$ cat config.mk
export PLATFORM = sky130hd
export DESIGN_NAME = ctw_ctrl
export DESIGN_NICKNAME = d
export VERILOG_FILES = /design/src/rtl/ctw_pkg.sv /design/src/rtl/ctw_ctrl.sv
export SDC_FILE = /design/constraint.sdc
export NUM_CORES = 1
export LEC_CHECK = 0
export ABC_AREA = 1
export BUFFER_PORTS_ARGS = -buffer_cell sky130_fd_sc_hd__buf_2
export CAP_MARGIN = 20
export CORE_MARGIN = 1
export CORE_UTILIZATION = 47
export DETAILED_ROUTE_END_ITERATION = 16
export PLACE_DENSITY = 0.74
export SLEW_MARGIN = 25
export SYNTH_ARGS = -nofsm -noshare
export SYNTH_HDL_FRONTEND = slang
export SYNTH_SLANG_ARGS = --single-unit
$ cat constraint.sdc
create_clock -name clk -period 3.2 [get_ports clk]
set_clock_uncertainty 0.15 [all_clocks]
set_input_delay 0.32 -clock clk [delete_from_list [all_inputs] [get_ports clk]]
set_output_delay 0.32 -clock clk [all_outputs]
set_load 0.05 [all_outputs]
$ cat src/rtl/ctw_pkg.sv
// shared constants and types for the text console writer
`timescale 1ns / 1ps
`default_nettype none

package ctw_pkg;

  // default screen geometry
  localparam int COLUMNS_DEF = 80;
  localparam int ROWS_DEF    = 25;

  // fixed field widths
  localparam int KIND_W = 2;
  localparam int BYTE_W = 8;
  localparam int IDX_W  = 11;
  localparam int OFS_W  = 11;

  // request kinds
  localparam logic [KIND_W-1:0] KIND_PRINT = 2'd0;
  localparam logic [KIND_W-1:0] KIND_CLEAR = 2'd1;
  localparam logic [KIND_W-1:0] KIND_READ  = 2'd2;

  // control characters
  localparam logic [BYTE_W-1:0] CH_BS  = 8'h08;
  localparam logic [BYTE_W-1:0] CH_TAB = 8'h09;
  localparam logic [BYTE_W-1:0] CH_LF  = 8'h0A;
  localparam logic [BYTE_W-1:0] CH_CR  = 8'h0D;

  // attribute after reset: white on black
  localparam logic [BYTE_W-1:0] ATTR_RESET = 8'h0F;

  // store access command from the controller
  typedef struct packed {
    logic wr_char;
    logic wr_attr;
    logic rd;
  } store_cmd_t;

endpackage

`default_nettype wire

$ cat src/rtl/ctw_ctrl.sv
// request sequencer: cursor, attribute register, scroll and clear sweeps
`timescale 1ns / 1ps
`default_nettype none

module ctw_ctrl
  import ctw_pkg::*;
#(
  parameter int COLUMNS = COLUMNS_DEF,
  parameter int ROWS    = ROWS_DEF,
  localparam int CELLS  = COLUMNS * ROWS,
  localparam int AW     = $clog2(CELLS)
) (
  input  wire               clk,
  input  wire               rst,
  // configuration
  input  wire               cfg_we,
  input  wire [BYTE_W-1:0]  cfg_data,
  // request word
  input  wire               in_valid,
  output logic              in_ready,
  input  wire [KIND_W-1:0]  kind,
  input  wire [BYTE_W-1:0]  char_code,
  input  wire [IDX_W-1:0]   cell_index,
  // result word
  output logic              res_valid,
  input  wire               res_ready,
  output logic [OFS_W-1:0]  res_offset,
  output logic [BYTE_W-1:0] res_char,
  output logic [BYTE_W-1:0] res_attr,
  // store port
  output store_cmd_t        cmd,
  output logic [AW-1:0]     waddr,
  output logic [BYTE_W-1:0] wchar,
  output logic [BYTE_W-1:0] wattr,
  output logic [AW-1:0]     raddr,
  input  wire [BYTE_W-1:0]  rchar,
  input  wire [BYTE_W-1:0]  rattr
);

  localparam int CW    = $clog2(COLUMNS);
  localparam int RW    = $clog2(ROWS);
  localparam int CNT_W = $clog2(CELLS + 1);
  localparam int COPY  = (ROWS - 2) * COLUMNS;

  localparam logic [1:0] ST_IDLE = 2'd0;
  localparam logic [1:0] ST_COPY = 2'd1;
  localparam logic [1:0] ST_ZERO = 2'd2;
  localparam logic [1:0] ST_DONE = 2'd3;

  logic [1:0]        state;
  logic [CNT_W-1:0]  cnt;
  logic              reply;
  logic              hit;
  logic [CW-1:0]     col;
  logic [RW-1:0]     row;
  logic [BYTE_W-1:0] attr;

  logic              accept;
  logic [AW-1:0]     pos;
  logic [CW:0]       col_t;
  logic [CW:0]       tab_sum;
  logic [RW:0]       row_t;
  logic [RW:0]       row_a;
  logic              wrap;
  logic              scroll;
  logic [CW-1:0]     col_next;
  logic [RW-1:0]     row_next;
  logic              pr_wc;
  logic              pr_wa;
  logic [AW-1:0]     pr_addr;

  assign accept = in_valid && in_ready;
  assign in_ready = (state == ST_IDLE);
  assign res_valid = (state == ST_DONE);

  // linear cursor position
  assign pos = AW'(row) * AW'(COLUMNS) + AW'(col);

  // result fields
  assign res_offset = OFS_W'(pos);
  assign res_char   = hit ? rchar : '0;
  assign res_attr   = hit ? rattr : '0;

  // attribute register
  always_ff @(posedge clk) begin
    if (rst) begin
      attr <= ATTR_RESET;
    end else if (cfg_we) begin
      attr <= cfg_data;
    end
  end

  // printed character: cursor move and cell write
  always_comb begin
    tab_sum = (CW+1)'(col) + (CW+1)'(8);
    col_t   = {1'b0, col};
    row_t   = {1'b0, row};
    pr_wc   = 1'b0;
    pr_wa   = 1'b0;
    pr_addr = pos;
    case (char_code)
      CH_BS: begin
        if (col != '0) begin
          col_t   = {1'b0, col} - (CW+1)'(1);
          pr_wc   = 1'b1;
          pr_addr = pos - AW'(1);
        end
      end
      CH_TAB: begin
        col_t = {tab_sum[CW:3], 3'b000};
      end
      CH_CR: begin
        col_t = '0;
      end
      CH_LF: begin
        col_t = '0;
        row_t = {1'b0, row} + (RW+1)'(1);
      end
      default: begin
        pr_wc = 1'b1;
        pr_wa = 1'b1;
        col_t = {1'b0, col} + (CW+1)'(1);
      end
    endcase
    wrap     = (col_t >= (CW+1)'(COLUMNS));
    row_a    = wrap ? row_t + (RW+1)'(1) : row_t;
    col_next = wrap ? '0 : col_t[CW-1:0];
    scroll   = (row_a >= (RW+1)'(ROWS - 1));
    row_next = scroll ? RW'(ROWS - 2) : row_a[RW-1:0];
  end

  // store port drive
  always_comb begin
    cmd   = '0;
    waddr = pr_addr;
    wchar = '0;
    wattr = '0;
    raddr = AW'(cell_index);
    case (state)
      ST_IDLE: begin
        if (accept && kind == KIND_PRINT) begin
          cmd.wr_char = pr_wc;
          cmd.wr_attr = pr_wa;
          wchar       = (char_code == CH_BS) ? '0 : char_code;
          wattr       = attr;
        end
        cmd.rd = accept && (kind == KIND_READ);
      end
      ST_COPY: begin
        // read one row below, write back the word read last cycle
        cmd.rd      = (cnt != CNT_W'(COPY));
        raddr       = AW'(cnt + CNT_W'(COLUMNS));
        cmd.wr_char = (cnt != '0);
        cmd.wr_attr = (cnt != '0);
        waddr       = AW'(cnt - CNT_W'(1));
        wchar       = rchar;
        wattr       = rattr;
      end
      ST_ZERO: begin
        cmd.wr_char = 1'b1;
        cmd.wr_attr = 1'b1;
        waddr       = AW'(cnt);
      end
      default: begin
      end
    endcase
  end

  // sequencer
  always_ff @(posedge clk) begin
    if (rst) begin
      state <= ST_ZERO;
      cnt   <= '0;
      reply <= 1'b0;
      hit   <= 1'b0;
      col   <= '0;
      row   <= '0;
    end else begin
      case (state)
        ST_IDLE: begin
          if (accept) begin
            hit <= (kind == KIND_READ) && (32'(cell_index) < CELLS);
            cnt <= '0;
            if (kind == KIND_PRINT) begin
              col   <= col_next;
              row   <= row_next;
              state <= scroll ? ST_COPY : ST_DONE;
            end else if (kind == KIND_CLEAR) begin
              col   <= '0;
              row   <= '0;
              reply <= 1'b1;
              state <= ST_ZERO;
            end else begin
              state <= ST_DONE;
            end
          end
        end
        ST_COPY: begin
          if (cnt == CNT_W'(COPY)) begin
            reply <= 1'b1;
            state <= ST_ZERO;
          end else begin
            cnt <= cnt + CNT_W'(1);
          end
        end
        ST_ZERO: begin
          if (cnt == CNT_W'(CELLS - 1)) begin
            state <= reply ? ST_DONE : ST_IDLE;
          end else begin
            cnt <= cnt + CNT_W'(1);
          end
        end
        ST_DONE: begin
          if (res_ready) begin
            state <= ST_IDLE;
          end
        end
        default: begin
          state <= ST_IDLE;
        end
      endcase
    end
  end

endmodule

`default_nettype wire

==> impl_results.md <==
- Final period util: 98.57%
- Net Count, Synth: 732
- Placed wire-length estimate: 10070 um
- Hold Path Stages: 3
- Core ar.: a little over 0.008 mm2
- DIE WIDTH: 94.10 um
- Setup WS post-layout: between 0.04 and 0.05 ns
- RSZ-0062 raised after global routing: yes
- Clk slew on worst S/H paths: 0.08 ns
- # diodes: 0
- Unique masters post-synth: 50
- Vias per cell: about 5.4
- Starting DRT DRC Count: 264
- Number of global-route vias before repair: between 4000 and 5000
- Synth Instances: 656
- Largest net degree at the start of global routing: 21
- HP Class: input port to flip-flop
- Drt wl/cell: 14.51 um
- Initial core utilization: 48.52%
- Initial antenna violation count: 0
- Max Cap Viol: 0
- Flops & latches, synth: 35
- CP required: about 2.7 ns
- Fin Hold WS: 0.08347 ns
- CTS Buf Count: 5
- Final antenna-violating net count: 0
- Critical Path AT: 2.68 ns
- Reg-to-Reg Start: cnt[0]
- Worst slack, placed: 0.1334 ns
- First-pass GRT wire length: 19490 um
- Htree depth: 2
- # setup viols final: 0
- Synthesized area: 0.003986 mm2
- Final Hold Viols: 0
- Power Dens Cells: 548.6 mW/mm2
- CTS tree: yes
- Top_reg_cell synth: dfxtp_1
- Synth async-reset ratio: 0%
- Int Pwr: 1.225 mW
- Port bufs: 119
- Clock Latency Late Sink: about 0.30 ns
- Post-route insts no fill: 881
- Final WL: 12780 um
- I/O pins: 120
- Crit path capture type: output pin
- Cts hold-fix bufs: 0
- Worst vdd rail ir drop: ~0.29 mV
- NetSw: 1.550 mW
- Tot Pwr: 2.775 mW
- Crit path max fanout: 4
- Syn Area/Cell: about 6.1 um2
- Synthesis-to-layout area growth: 26.87%
- Clock share of power: 18.0%
- Die area: 0.008854 mm2
- Sw frac: 55.87%
- Simple-Gate Fraction of Synth Area: 37.48%
- Comb pwr share: 63.8%
- TNS Setup: 0 ns
- Largest family of logic cells by synthesized area: simple AND/OR/NAND/NOR gates
- Register area share after synthesis: 17.58%
- Share of layout cells above drive strength 1: between 20 and 30%
- R2R cell count: 10
- Synth Area in Adders: 8.537%
- Drc violations: 0
- Die height: 94.10 um
- Pins Over Slew Limit: 0
- Max-slew headroom: 57.33%
- CP Launch Point: row[3]
- Multiplexer area fraction after synthesis: 0%
- Final #Nets: approximately 850
- Routed via count: 4766
- Min cycle time layout: 3.154 ns
- XOR/XNOR Fraction of Synth Area: 4.614%
- CTS sink count: 35
- Leak: 2.654 nW
- DR pass1 iterations: 5
- Number of core rows: 33
- Hold path start: cfg_data[0]
- Post-synth EDFFs: 0
- Outcome: complete, no violations
- Synthesis Warnings: 0
- Worst Tran Pin Value: about 0.64 ns
- CP Launch Type: flip-flop
- GRT Overall Usage: 28.07%
- Critical path class: flip-flop to output pin
- Clock Root Buffer: clkbuf_8
- Overflow after GRT: 0
- Placed Instances: about 870
- Max Fclk: 317.0 MHz
- Synth Area in Compound Gates: 19.21%
- Gpl congestion: 0.9770
- Sequential Power Share: 18.3%
- Maximum clock insertion buffer count: 2
[synthesized netlist by cell type, drive strengths merged, types with 2 or more instances]
cell type	n	share of area (%)
xor2	18	4.0
a21oi	46	6.3
nor3	7	1.0
a22o	9	2.0
a31oi	2	0.31
inv	95	8.9
o22ai	3	0.63
xnor2	3	0.66
clkinv	2	0.19
a31o	2	0.44
nand4	12	1.9
clkbuf	12	1.1
o21ai	56	7.0
fa	2	1.0
nor4	6	0.94
a211oi	2	0.38
nor2	69	8.2
nand3	46	6.0
nand2	177	18
o211ai	2	0.38
a32oi	2	0.44
ha	24	7.5
nor3b	2	0.38
buf	12	2.3
dfxtp	35	18
or2	3	0.47
[worst paths after layout]
path              end  slack [ns]
min reg2reg   attr[2]        0.32
max reg2reg    cnt[9]        0.53
max          waddr[9]        0.05
min           attr[0]        0.08
[power by group through the flow]
stage	Combinational [mW]	Sequential [mW]	Clock, mW
finish	1.77	0.507	0.498
global route	1.89	0.513	0.516
CTS	1.76	0.507	0.500
detailed placement	1.75	0.518	0
global placement	1.74	0.516	0
floorplan	1.35	0.507	0
[sequential cells by signal, indices dropped and copies added (netlist names)]
| signal | cells |
|---|---|
| cnt | 11 |
| attr | 8 |
| col | 7 |
| row | 5 |
| state | 2 |
| hit | 1 |
| reply | 1 |
[metal layers]
layer,track usage (%),vias up,share of wire (%)
met2,47.51,180,48
met1,35.20,2183,43
met5,0,-,0
li1,-,2373,-
met3,4.531,30,6.0
met4,11.28,0,2.8
[cell families after synthesis]
logic type	count (synthesis)
AND/OR/NAND/NOR	323
AO/OA/AOI/OAI	130
buffers and inverters	121
flip-flops	35
adder cells (fa/ha/maj)	26
XOR/XNOR	21
[metrics by stage]
| stage | utilization, % | cell area [um2] |
|---|---|---|
| finish | 61.55 | 5057 |
| CTS | 59.04 | 4851 |
| floorplan | - | 4019 |
| detailed placement | 57.18 | 4698 |
| global placement | 57.18 | 4698 |
| global route | 61.55 | 5057 |
[placed cells by master, fill, tap and decap left out, types with 4 or more instances in the layout]
cell      synthesis  routed
nand2_1         163     163
buf_2             2     117
inv_1            86      83
nor2_1           59      57
o21ai_0          51      51
nand3_1          44      42
a21oi_1          42      39
dfxtp_1          35      28
ha_1             24      17
buf_4             6      17
xor2_1           18      16
inv_2             9      12
nand4_1          12      12
nand2_2           9       9
a22o_1            9       9
a21oi_2           3       6
nor3_1            6       6
nor2_2            5       5
nor2_4            3       5
o21ai_1           5       5
ha_4              0       5
clkbuf_8          0       5
dfxtp_2           0       5
nand2_4           4       4
nand3_2           2       4
nor4_1            6       4
[layout make-up]
class                   count  area [um2]
flip-flops and latches     35       714.4
repair buffers            136       735.7
fillers                   813        3159
clock buffers               6       72.57
inverters                  97       364.1
well taps                 105       131.4
clock inverters             2       60.06
multi-input cells         500        2979
[repair_timing]
action                                  4_1_cts  5_1_grt
resized for setup                             6       36
cloned                                        0        0
endpoints found under the setup margin        2        5
pin swaps                                     0       12
buffers inserted                              0        5
[worst max-delay path: stages, from the launching register on]
cell and delay, ns:
dfxtp_2 0.34, ha_4 0.27, ha_4 0.12, inv_2 0.04
fa_2 0.62, xor2_1 0.20, inv_2 0.09, nor2_1 0.13
xor2_1 0.21, a22o_1 0.19, buf_6 0.16
(Power assumes the default switching activity.)
